**src/rtl/sha1s_pkg.sv**
```systemverilog
// sha1s_pkg: shared types, constants and codes for the streaming sha-1 block
// used by sha1s_ctrl, sha1s_datapath and sha1_stream_hash
// no dependencies
package sha1s_pkg;

	localparam logic [31:0] K0 = 32'h5A82_7999;
	localparam logic [31:0] K1 = 32'h6ED9_EBA1;
	localparam logic [31:0] K2 = 32'h8F1B_BCDC;
	localparam logic [31:0] K3 = 32'hCA62_C1D6;

	localparam logic [31:0] IV0 = 32'h6745_2301;
	localparam logic [31:0] IV1 = 32'hEFCD_AB89;
	localparam logic [31:0] IV2 = 32'h98BA_DCFE;
	localparam logic [31:0] IV3 = 32'h1032_5476;
	localparam logic [31:0] IV4 = 32'hC3D2_E1F0;

	localparam logic [31:0] PAD_WORD   = 32'h8000_0000;
	localparam int          NUM_ROUNDS = 80;
	localparam int          NUM_WORDS  = 16;
	localparam int          PAD_WORDS  = 14;
	localparam int          DIG_WORDS  = 5;

	typedef struct packed {
		logic [31:0] data_word;
		logic [2:0]  byte_count;
		logic        last_word;
	} msg_item_t;

	typedef struct packed {
		logic [31:0] digest_word;
		logic [2:0]  word_index;
		logic        last_result;
	} dig_item_t;

	// what gets pushed into the block buffer
	typedef enum logic [2:0] {
		SRC_INPUT,
		SRC_PAD80,
		SRC_ZERO,
		SRC_LENHI,
		SRC_LENLO
	} push_src_t;

	typedef enum logic [2:0] {
		ST_IDLE,
		ST_COMP,
		ST_FIN,
		ST_PAD80,
		ST_PADZ,
		ST_LENHI,
		ST_LENLO,
		ST_OUT
	} ctrl_state_t;

	typedef struct packed {
		logic        push;
		push_src_t   src;
		logic        round_en;
		logic        fin;
		logic        clear;
		logic [2:0]  out_idx;
	} dp_cmd_t;

	typedef struct packed {
		logic will_fill;
		logic at56;
		logic last_round;
	} dp_stat_t;

endpackage

```
**src/rtl/sha1_stream_hash.sv**
```systemverilog
// sha1_stream_hash: a message word is taken while idle; the sixteenth word of a
// block starts 80 rounds on the single round unit and one chaining add, during
// which no word is taken; last word: padding, length and final block follow,
// then five digest words at one per cycle while dig_stall is low; no input is
// taken until the fifth is taken
// asynchronous reset loads the initial vector and empties the block buffer
module sha1_stream_hash import sha1s_pkg::*; (
	input  logic      clk,
	input  logic      arst_n,
	input  logic      msg_valid,
	output logic      msg_stall,
	input  msg_item_t msg,
	output logic      dig_valid,
	input  logic      dig_stall,
	output dig_item_t dig
);

	dp_cmd_t     cmd;
	dp_stat_t    stat;
	logic [2:0]  word_index;
	logic [31:0] digest_word;

	sha1s_ctrl u_ctrl (
		.clk        (clk),
		.arst_n     (arst_n),
		.msg_valid  (msg_valid),
		.last_word  (msg.last_word),
		.msg_stall  (msg_stall),
		.dig_valid  (dig_valid),
		.dig_stall  (dig_stall),
		.word_index (word_index),
		.stat       (stat),
		.cmd        (cmd)
	);

	sha1s_datapath u_datapath (
		.clk         (clk),
		.arst_n      (arst_n),
		.msg         (msg),
		.cmd         (cmd),
		.stat        (stat),
		.digest_word (digest_word)
	);

	assign dig.digest_word = digest_word;
	assign dig.word_index  = word_index;
	assign dig.last_result = (word_index == 3'(DIG_WORDS - 1));

endmodule

```
**src/rtl/sha1s_datapath.sv**
```systemverilog
// sha1s_datapath: byte packing, 16-word schedule line, one-round-per-cycle
// compression and chaining words; driven by sha1s_ctrl
// depends on sha1s_pkg
module sha1s_datapath import sha1s_pkg::*; (
	input  logic        clk,
	input  logic        arst_n,
	input  msg_item_t   msg,
	input  dp_cmd_t     cmd,
	output dp_stat_t    stat,
	output logic [31:0] digest_word
);

	logic [31:0] hash_q [DIG_WORDS];
	logic [31:0] a_q, b_q, c_q, d_q, e_q;
	logic [31:0] w_q [NUM_WORDS];
	logic [6:0]  rcnt_q;
	logic [4:0]  wcnt_q;
	logic [1:0]  pcnt_q;
	logic [23:0] pend_q;
	logic [63:0] bits_q;

	logic [31:0] src_word, src_mask, src_m;
	logic [2:0]  src_n, tot;
	logic [55:0] comb;
	logic        emit;
	logic [31:0] f, k, t, sched, w_new;

	always_comb begin
		unique case (cmd.src)
			SRC_INPUT: begin
				src_word = msg.data_word;
				src_n    = (msg.byte_count > 3'd4) ? 3'd4 : msg.byte_count;
			end
			SRC_PAD80: begin
				src_word = PAD_WORD;
				src_n    = 3'd1;
			end
			SRC_ZERO: begin
				src_word = '0;
				src_n    = 3'd4 - {1'b0, pcnt_q};
			end
			SRC_LENHI: begin
				src_word = bits_q[63:32];
				src_n    = 3'd4;
			end
			SRC_LENLO: begin
				src_word = bits_q[31:0];
				src_n    = 3'd4;
			end
			default: begin
				src_word = '0;
				src_n    = 3'd0;
			end
		endcase
		unique case (src_n)
			3'd0:    src_mask = 32'h0000_0000;
			3'd1:    src_mask = 32'hFF00_0000;
			3'd2:    src_mask = 32'hFFFF_0000;
			3'd3:    src_mask = 32'hFFFF_FF00;
			default: src_mask = 32'hFFFF_FFFF;
		endcase
		src_m = src_word & src_mask;
		// pending bytes stay on top, new bytes follow them
		comb  = {pend_q, 32'h0} | ({src_m, 24'h0} >> {pcnt_q, 3'b000});
		tot   = {1'b0, pcnt_q} + src_n;
		emit  = tot[2];
	end

	assign stat.will_fill  = emit && (wcnt_q == 5'(NUM_WORDS - 1));
	assign stat.at56       = (wcnt_q == 5'(PAD_WORDS)) && (pcnt_q == 2'd0);
	assign stat.last_round = (rcnt_q == 7'(NUM_ROUNDS - 1));

	always_comb begin
		priority if (rcnt_q < 7'd20) begin
			f = (b_q & c_q) | (~b_q & d_q);
			k = K0;
		end else if (rcnt_q < 7'd40) begin
			f = b_q ^ c_q ^ d_q;
			k = K1;
		end else if (rcnt_q < 7'd60) begin
			f = (b_q & c_q) | (b_q & d_q) | (c_q & d_q);
			k = K2;
		end else begin
			f = b_q ^ c_q ^ d_q;
			k = K3;
		end
		t     = {a_q[26:0], a_q[31:27]} + f + e_q + k + w_q[0];
		sched = w_q[13] ^ w_q[8] ^ w_q[2] ^ w_q[0];
		w_new = {sched[30:0], sched[31]};
	end

	always_comb begin
		unique case (cmd.out_idx)
			3'd0:    digest_word = hash_q[0];
			3'd1:    digest_word = hash_q[1];
			3'd2:    digest_word = hash_q[2];
			3'd3:    digest_word = hash_q[3];
			default: digest_word = hash_q[4];
		endcase
	end

	always_ff @(posedge clk or negedge arst_n) begin
		if (!arst_n) begin
			hash_q <= '{IV0, IV1, IV2, IV3, IV4};
			rcnt_q <= '0;
			wcnt_q <= '0;
			pcnt_q <= '0;
			pend_q <= '0;
			bits_q <= '0;
		end else begin
			rcnt_q <= cmd.round_en ? rcnt_q + 7'd1 : 7'd0;
			if (cmd.clear) begin
				hash_q <= '{IV0, IV1, IV2, IV3, IV4};
				wcnt_q <= '0;
				pcnt_q <= '0;
				pend_q <= '0;
				bits_q <= '0;
			end else begin
				if (cmd.push) begin
					pcnt_q <= tot[1:0];
					pend_q <= emit ? comb[23:0] : comb[55:32];
					if (emit)
						wcnt_q <= wcnt_q + 5'd1;
					if (cmd.src == SRC_INPUT)
						bits_q <= bits_q + {58'h0, src_n, 3'b000};
				end
				if (cmd.fin) begin
					hash_q[0] <= hash_q[0] + a_q;
					hash_q[1] <= hash_q[1] + b_q;
					hash_q[2] <= hash_q[2] + c_q;
					hash_q[3] <= hash_q[3] + d_q;
					hash_q[4] <= hash_q[4] + e_q;
					wcnt_q    <= '0;
				end
			end
		end
	end

	always_ff @(posedge clk) begin
		if (cmd.round_en) begin
			a_q <= t;
			b_q <= a_q;
			c_q <= {b_q[1:0], b_q[31:2]};
			d_q <= c_q;
			e_q <= d_q;
			for (int i = 0; i < NUM_WORDS - 1; i++)
				w_q[i] <= w_q[i + 1];
			w_q[NUM_WORDS - 1] <= w_new;
		end else begin
			a_q <= hash_q[0];
			b_q <= hash_q[1];
			c_q <= hash_q[2];
			d_q <= hash_q[3];
			e_q <= hash_q[4];
			if (cmd.push && emit) begin
				for (int i = 0; i < NUM_WORDS - 1; i++)
					w_q[i] <= w_q[i + 1];
				w_q[NUM_WORDS - 1] <= comb[55:24];
			end
		end
	end

endmodule

```
**src/rtl/sha1s_ctrl.sv**
```systemverilog
// sha1s_ctrl: sequencer for message intake, padding, compression and
// digest output; commands sha1s_datapath
// depends on sha1s_pkg
module sha1s_ctrl import sha1s_pkg::*; (
	input  logic       clk,
	input  logic       arst_n,
	input  logic       msg_valid,
	input  logic       last_word,
	output logic       msg_stall,
	output logic       dig_valid,
	input  logic       dig_stall,
	output logic [2:0] word_index,
	input  dp_stat_t   stat,
	output dp_cmd_t    cmd
);

	ctrl_state_t state_q, state_d;
	ctrl_state_t ret_q, ret_d;
	logic [2:0]  idx_q, idx_d;

	always_ff @(posedge clk or negedge arst_n) begin
		if (!arst_n) begin
			state_q <= ST_IDLE;
			ret_q   <= ST_IDLE;
			idx_q   <= '0;
		end else begin
			state_q <= state_d;
			ret_q   <= ret_d;
			idx_q   <= idx_d;
		end
	end

	assign msg_stall  = (state_q != ST_IDLE);
	assign dig_valid  = (state_q == ST_OUT);
	assign word_index = idx_q;

	always_comb begin
		state_d      = state_q;
		ret_d        = ret_q;
		idx_d        = idx_q;
		cmd.push     = 1'b0;
		cmd.src      = SRC_INPUT;
		cmd.round_en = 1'b0;
		cmd.fin      = 1'b0;
		cmd.clear    = 1'b0;
		cmd.out_idx  = idx_q;
		unique case (state_q)
			ST_IDLE: begin
				cmd.src = SRC_INPUT;
				if (msg_valid) begin
					cmd.push = 1'b1;
					if (stat.will_fill) begin
						state_d = ST_COMP;
						ret_d   = last_word ? ST_PAD80 : ST_IDLE;
					end else if (last_word) begin
						state_d = ST_PAD80;
					end
				end
			end
			ST_COMP: begin
				cmd.round_en = 1'b1;
				if (stat.last_round)
					state_d = ST_FIN;
			end
			ST_FIN: begin
				cmd.fin = 1'b1;
				state_d = ret_q;
			end
			ST_PAD80: begin
				cmd.src  = SRC_PAD80;
				cmd.push = 1'b1;
				state_d  = ST_PADZ;
				if (stat.will_fill) begin
					state_d = ST_COMP;
					ret_d   = ST_PADZ;
				end
			end
			ST_PADZ: begin
				cmd.src = SRC_ZERO;
				if (stat.at56) begin
					state_d = ST_LENHI;
				end else begin
					cmd.push = 1'b1;
					if (stat.will_fill) begin
						state_d = ST_COMP;
						ret_d   = ST_PADZ;
					end
				end
			end
			ST_LENHI: begin
				cmd.src  = SRC_LENHI;
				cmd.push = 1'b1;
				state_d  = ST_LENLO;
			end
			ST_LENLO: begin
				// always completes the block
				cmd.src  = SRC_LENLO;
				cmd.push = 1'b1;
				state_d  = ST_COMP;
				ret_d    = ST_OUT;
				idx_d    = '0;
			end
			ST_OUT: begin
				if (!dig_stall) begin
					if (idx_q == 3'(DIG_WORDS - 1)) begin
						cmd.clear = 1'b1;
						idx_d     = '0;
						state_d   = ST_IDLE;
						ret_d     = ST_IDLE;
					end else begin
						idx_d = idx_q + 3'd1;
					end
				end
			end
			default: begin
				state_d = ST_IDLE;
			end
		endcase
	end

endmodule

```
**config.mk**
```make
export PLATFORM = sky130hd
export DESIGN_NAME = sha1_stream_hash
export DESIGN_NICKNAME = d
export VERILOG_FILES = /design/src/rtl/sha1s_pkg.sv /design/src/rtl/sha1_stream_hash.sv /design/src/rtl/sha1s_datapath.sv /design/src/rtl/sha1s_ctrl.sv
export SDC_FILE = /design/constraint.sdc
export NUM_CORES = 2
export LEC_CHECK = 0
export BUFFER_PORTS_ARGS = -buffer_cell sky130_fd_sc_hd__buf_2
export CORE_UTILIZATION = 60
export CTS_CLUSTER_DIAMETER = 60
export DETAILED_ROUTE_END_ITERATION = 10
export PLACE_DENSITY = 0.75
export SLEW_MARGIN = 0
export SYNTH_ARGS = -nofsm -noshare
export SYNTH_HDL_FRONTEND = slang
export SYNTH_SLANG_ARGS = --single-unit
```
**constraint.sdc**
```tcl
create_clock -name clk -period 16.4 [get_ports clk]
set_input_delay 0.82 -clock clk [delete_from_list [all_inputs] [get_ports clk]]
set_output_delay 0.82 -clock clk [all_outputs]
set_load 0.03 [all_outputs]
```
==> impl_metrics.py <==
metrics = {
    "final_layout": {
        "fin_nets": 4926,
        "drive_above_1_share": 0.0874,
        "final_cells": 5659,
        "synthToLayoutAreaGrowth_pct": 10.2,
        "final_cell_mix": "610 x nand2_1, 512 x edfxtp_1, 368 x nor2_1",
        "antenna-diode-count": 0,
        "final_common_cell": "nand2_1",
    },
    "run": {
        "maxCapViolCount": 0,
    },
    "setup_path": {
        "critPathTopFamily": "compound AO/OA/AOI/OAI gates",
        "critPathCaptureType": "flip-flop",
        "cp.arrival_ns": 8.47,
        "crit_path_max_fanout": 35,
        "slowest_stage": "a41oi_1",
        "r2r_setup_slack_ns": 8.46,
        "crit_top_cell": "inv_1",
        "max_stage_delay_ns": 0.57,
        "crit_buf_inv": 7,
        "start_kind": "flip-flop",
        "worstPathRequired_ns": 16.93,
        "criticalPathCategory": "reg2reg",
    },
    "placed_design": {
        "pre_cts_ws_ns": 8.58,
        "hpwl_um": 88300,
        "place_inst": 5476,
        "place_congestion": 0.967,
        "io_buffers": 77,
    },
    "global_routing": {
        "grt_pass1_vias": 33229,
        "grt_usage": 0.315,
        "antenna_found_initial": 1,
        "grt_max_degree": 208,
        "grt_pass1_wl_um": 197000,
        "grt_overflow": 0,
    },
    "timing": {
        "slew-limit-headroom": 0.209,
        "whs_ns": 0.161,
        "finalHoldViolCount": 0,
        "fin_crit_ns": 7.94,
        "slew_viol_final": 0,
        "setup_tns_ns": 0,
        "finalSetupViolCount": 0,
        "fmax_ghz": 0.126,
        "worst_clock_skew_ns": 0.0559,
        "rsz0062_at_grt": "false",
        "fin_ws_ns": 8.46,
        "finalCritPeriodShare": 0.484,
        "worst_pin_slew_ns": 1.18,
    },
    "cts": {
        "clk_latency_ns": 0.70,
        "cts_root_buffer": "clkbuf_16",
        "postCtsSetupBuffers": 0,
        "htree_levels": 3,
        "clock-sinks": 939,
        "path_clk_slew_ns": 0.06,
        "tritoncts": "yes",
        "cts.path.max_buffers": 3,
        "hold_buffers": 0,
        "cts_resized": 0,
        "numCtsBuffers": 98,
    },
    "detailed_routing": {
        "drt-initial-drc-count": 3608,
        "drc_errors": 0,
        "wl_met2_um": 56400,
        "wl_met3_um": 10900,
        "via_count": 34870,
        "highest_layer": "met4",
        "routed_wl_um": 127000,
        "first_pass_iters": 6,
        "postRouteAntennaNets": 0,
        "avgRoutedWirePerCell_um": 22.5,
        "met1Wirelength_um": 55200,
        "vias_per_cell": 6.16,
    },
    "min_path": {
        "hold_class": "in2async",
    },
    "logic_synthesis": {
        "synth_flop_cell": "edfxtp_1",
        "synth.distinct_cells": 84,
        "async_flop_share": 0.284,
        "synth_nets": 4883,
        "ys_seq_area_frac": 0.526,
        "ys_seq_elements": 939,
        "syn_inst": 4483,
        "synth_edf_count": 512,
        "ys_warn_count": 0,
        "syn_avg_cell_area_um2": 10.7,
        "syn_area_um2": 48200,
    },
    "floorplanning": {
        "dieArea_um2": 81400,
        "die_h_um": 285,
        "rows": 103,
        "die_w_um": 285,
        "initial_core_util": 0.608,
        "core-area_um2": 79300,
        "ioPinCount": 78,
    },
    "outcome": {
        "status": "finished clean",
    },
}
[path summary, 6_finish.rpt]
path,from,endpoint,cells after the start
setup / recovery,u_datapath.rcnt_q[5],u_datapath.a_q[30],26
hold / removal,arst_n,u_datapath.hash_q[21],1
setup reg to reg,u_datapath.rcnt_q[5],u_datapath.a_q[30],26
hold reg to reg,u_datapath.w_q[0][97],u_datapath.w_q[0][65],0
max in group asynchronous,arst_n,u_datapath.hash_q[9],2
min in group clk,u_datapath.w_q[0][97],u_datapath.w_q[0][65],0
[Yosys cell counts (20+ instances only)]
| library cell | n | area (µm²) |
|---|---|---|
| a22oi_1 | 90 | 676 |
| edfxtp_1 | 512 | 15400 |
| inv_1 | 239 | 897 |
| or3_1 | 29 | 181 |
| a22o_1 | 49 | 429 |
| fa_1 | 126 | 2520 |
| a21oi_1 | 285 | 1430 |
| mux2i_1 | 24 | 240 |
| a21o_1 | 76 | 571 |
| nand2b_1 | 35 | 219 |
| a211oi_1 | 22 | 165 |
| ha_1 | 234 | 2930 |
| dfstp_2 | 80 | 2100 |
| nand3_1 | 101 | 505 |
| o32ai_1 | 21 | 184 |
| o221ai_1 | 25 | 219 |
| xnor2_1 | 173 | 1520 |
| xor2_1 | 138 | 1210 |
| nand2_1 | 613 | 2300 |
| clkbuf_1 | 152 | 571 |
| and3_1 | 30 | 188 |
| o21bai_1 | 29 | 218 |
| nor2_1 | 370 | 1390 |
| o21ai_0 | 266 | 1330 |
| nor3_1 | 59 | 295 |
| dfrtp_1 | 187 | 4680 |
| a31oi_1 | 55 | 344 |
| nor2b_1 | 52 | 325 |
| nand4_1 | 20 | 125 |
| dfxtp_1 | 160 | 3200 |
[kinds of logic (layout without fill, tap and decap cells)]
group	count (synthesis)	count (layout)	synth area share
AO/OA/AOI/OAI	1064	1064	0.142
XOR/XNOR	311	311	0.0565
adder cells (fa/ha/maj)	360	360	0.113
buffers and inverters	412	538	0.0324
flip-flops	939	939	0.526
multiplexers	25	25	0.00522
AND/OR/NAND/NOR	1372	1372	0.125
[worst register-to-register path, cell delays in order (launching register included)]
cell      delay, ns
dfrtp_1        0.47
a41oi_1        0.57
inv_1          0.28
nor2_1         0.56
and2_1         0.26
clkinv_1       0.07
buf_4          0.26
nand2_1        0.13
buf_4          0.43
o221ai_1       0.27
fa_1           0.55
inv_1          0.05
fa_1           0.47
inv_1          0.05
fa_1           0.47
inv_1          0.04
ha_1           0.34
and3_1         0.17
a221oi_1       0.09
a211oi_1       0.48
a221oi_1       0.23
o21ai_0        0.54
a31oi_1        0.24
a211oi_1       0.40
a31oi_1        0.16
xor2_1         0.16
o21ai_0        0.09
[state kept, by name, indices dropped and copies added (netlist names)]
name               flops
u_datapath.w_q       512
u_ctrl.word_index      3
u_datapath.rcnt_q      7
u_datapath.bits_q     61
u_datapath.wcnt_q      5
u_ctrl.state_q         3
u_datapath.pcnt_q      2
u_datapath.a_q        32
u_datapath.c_q        32
u_ctrl.ret_q           2
u_datapath.d_q        32
u_datapath.b_q        32
u_datapath.hash_q    160
u_datapath.e_q        32
u_datapath.pend_q     24
[area by class of cell]
class                   instances  area, µm²
clock buffers                 121       2660
fillers                      5884      26200
multi-input cells            3132      21300
inverters                     240        901
flip-flops and latches        939      25400
well taps                    1050       1310
clock inverters                62        818
repair buffers                115        693
[metal layers]
layer	vias up	GRT usage
met5	-	0
li1	15983	-
met4	0	0.115
met1	17085	0.461
met2	1569	0.471
met3	233	0.0562
[through the flow]
step / util / instance area, µm²
3_3_place_gp: 0.626 / 49600
6_report: 0.670 / 53100
3_5_place_dp: 0.626 / 49600
2_1_floorplan: - / 48200
4_1_cts: 0.670 / 53100
5_1_grt: 0.670 / 53100
Power is not shown: default switching activity piles up to over one toggle a cycle in this logic, so the estimate is an artifact.
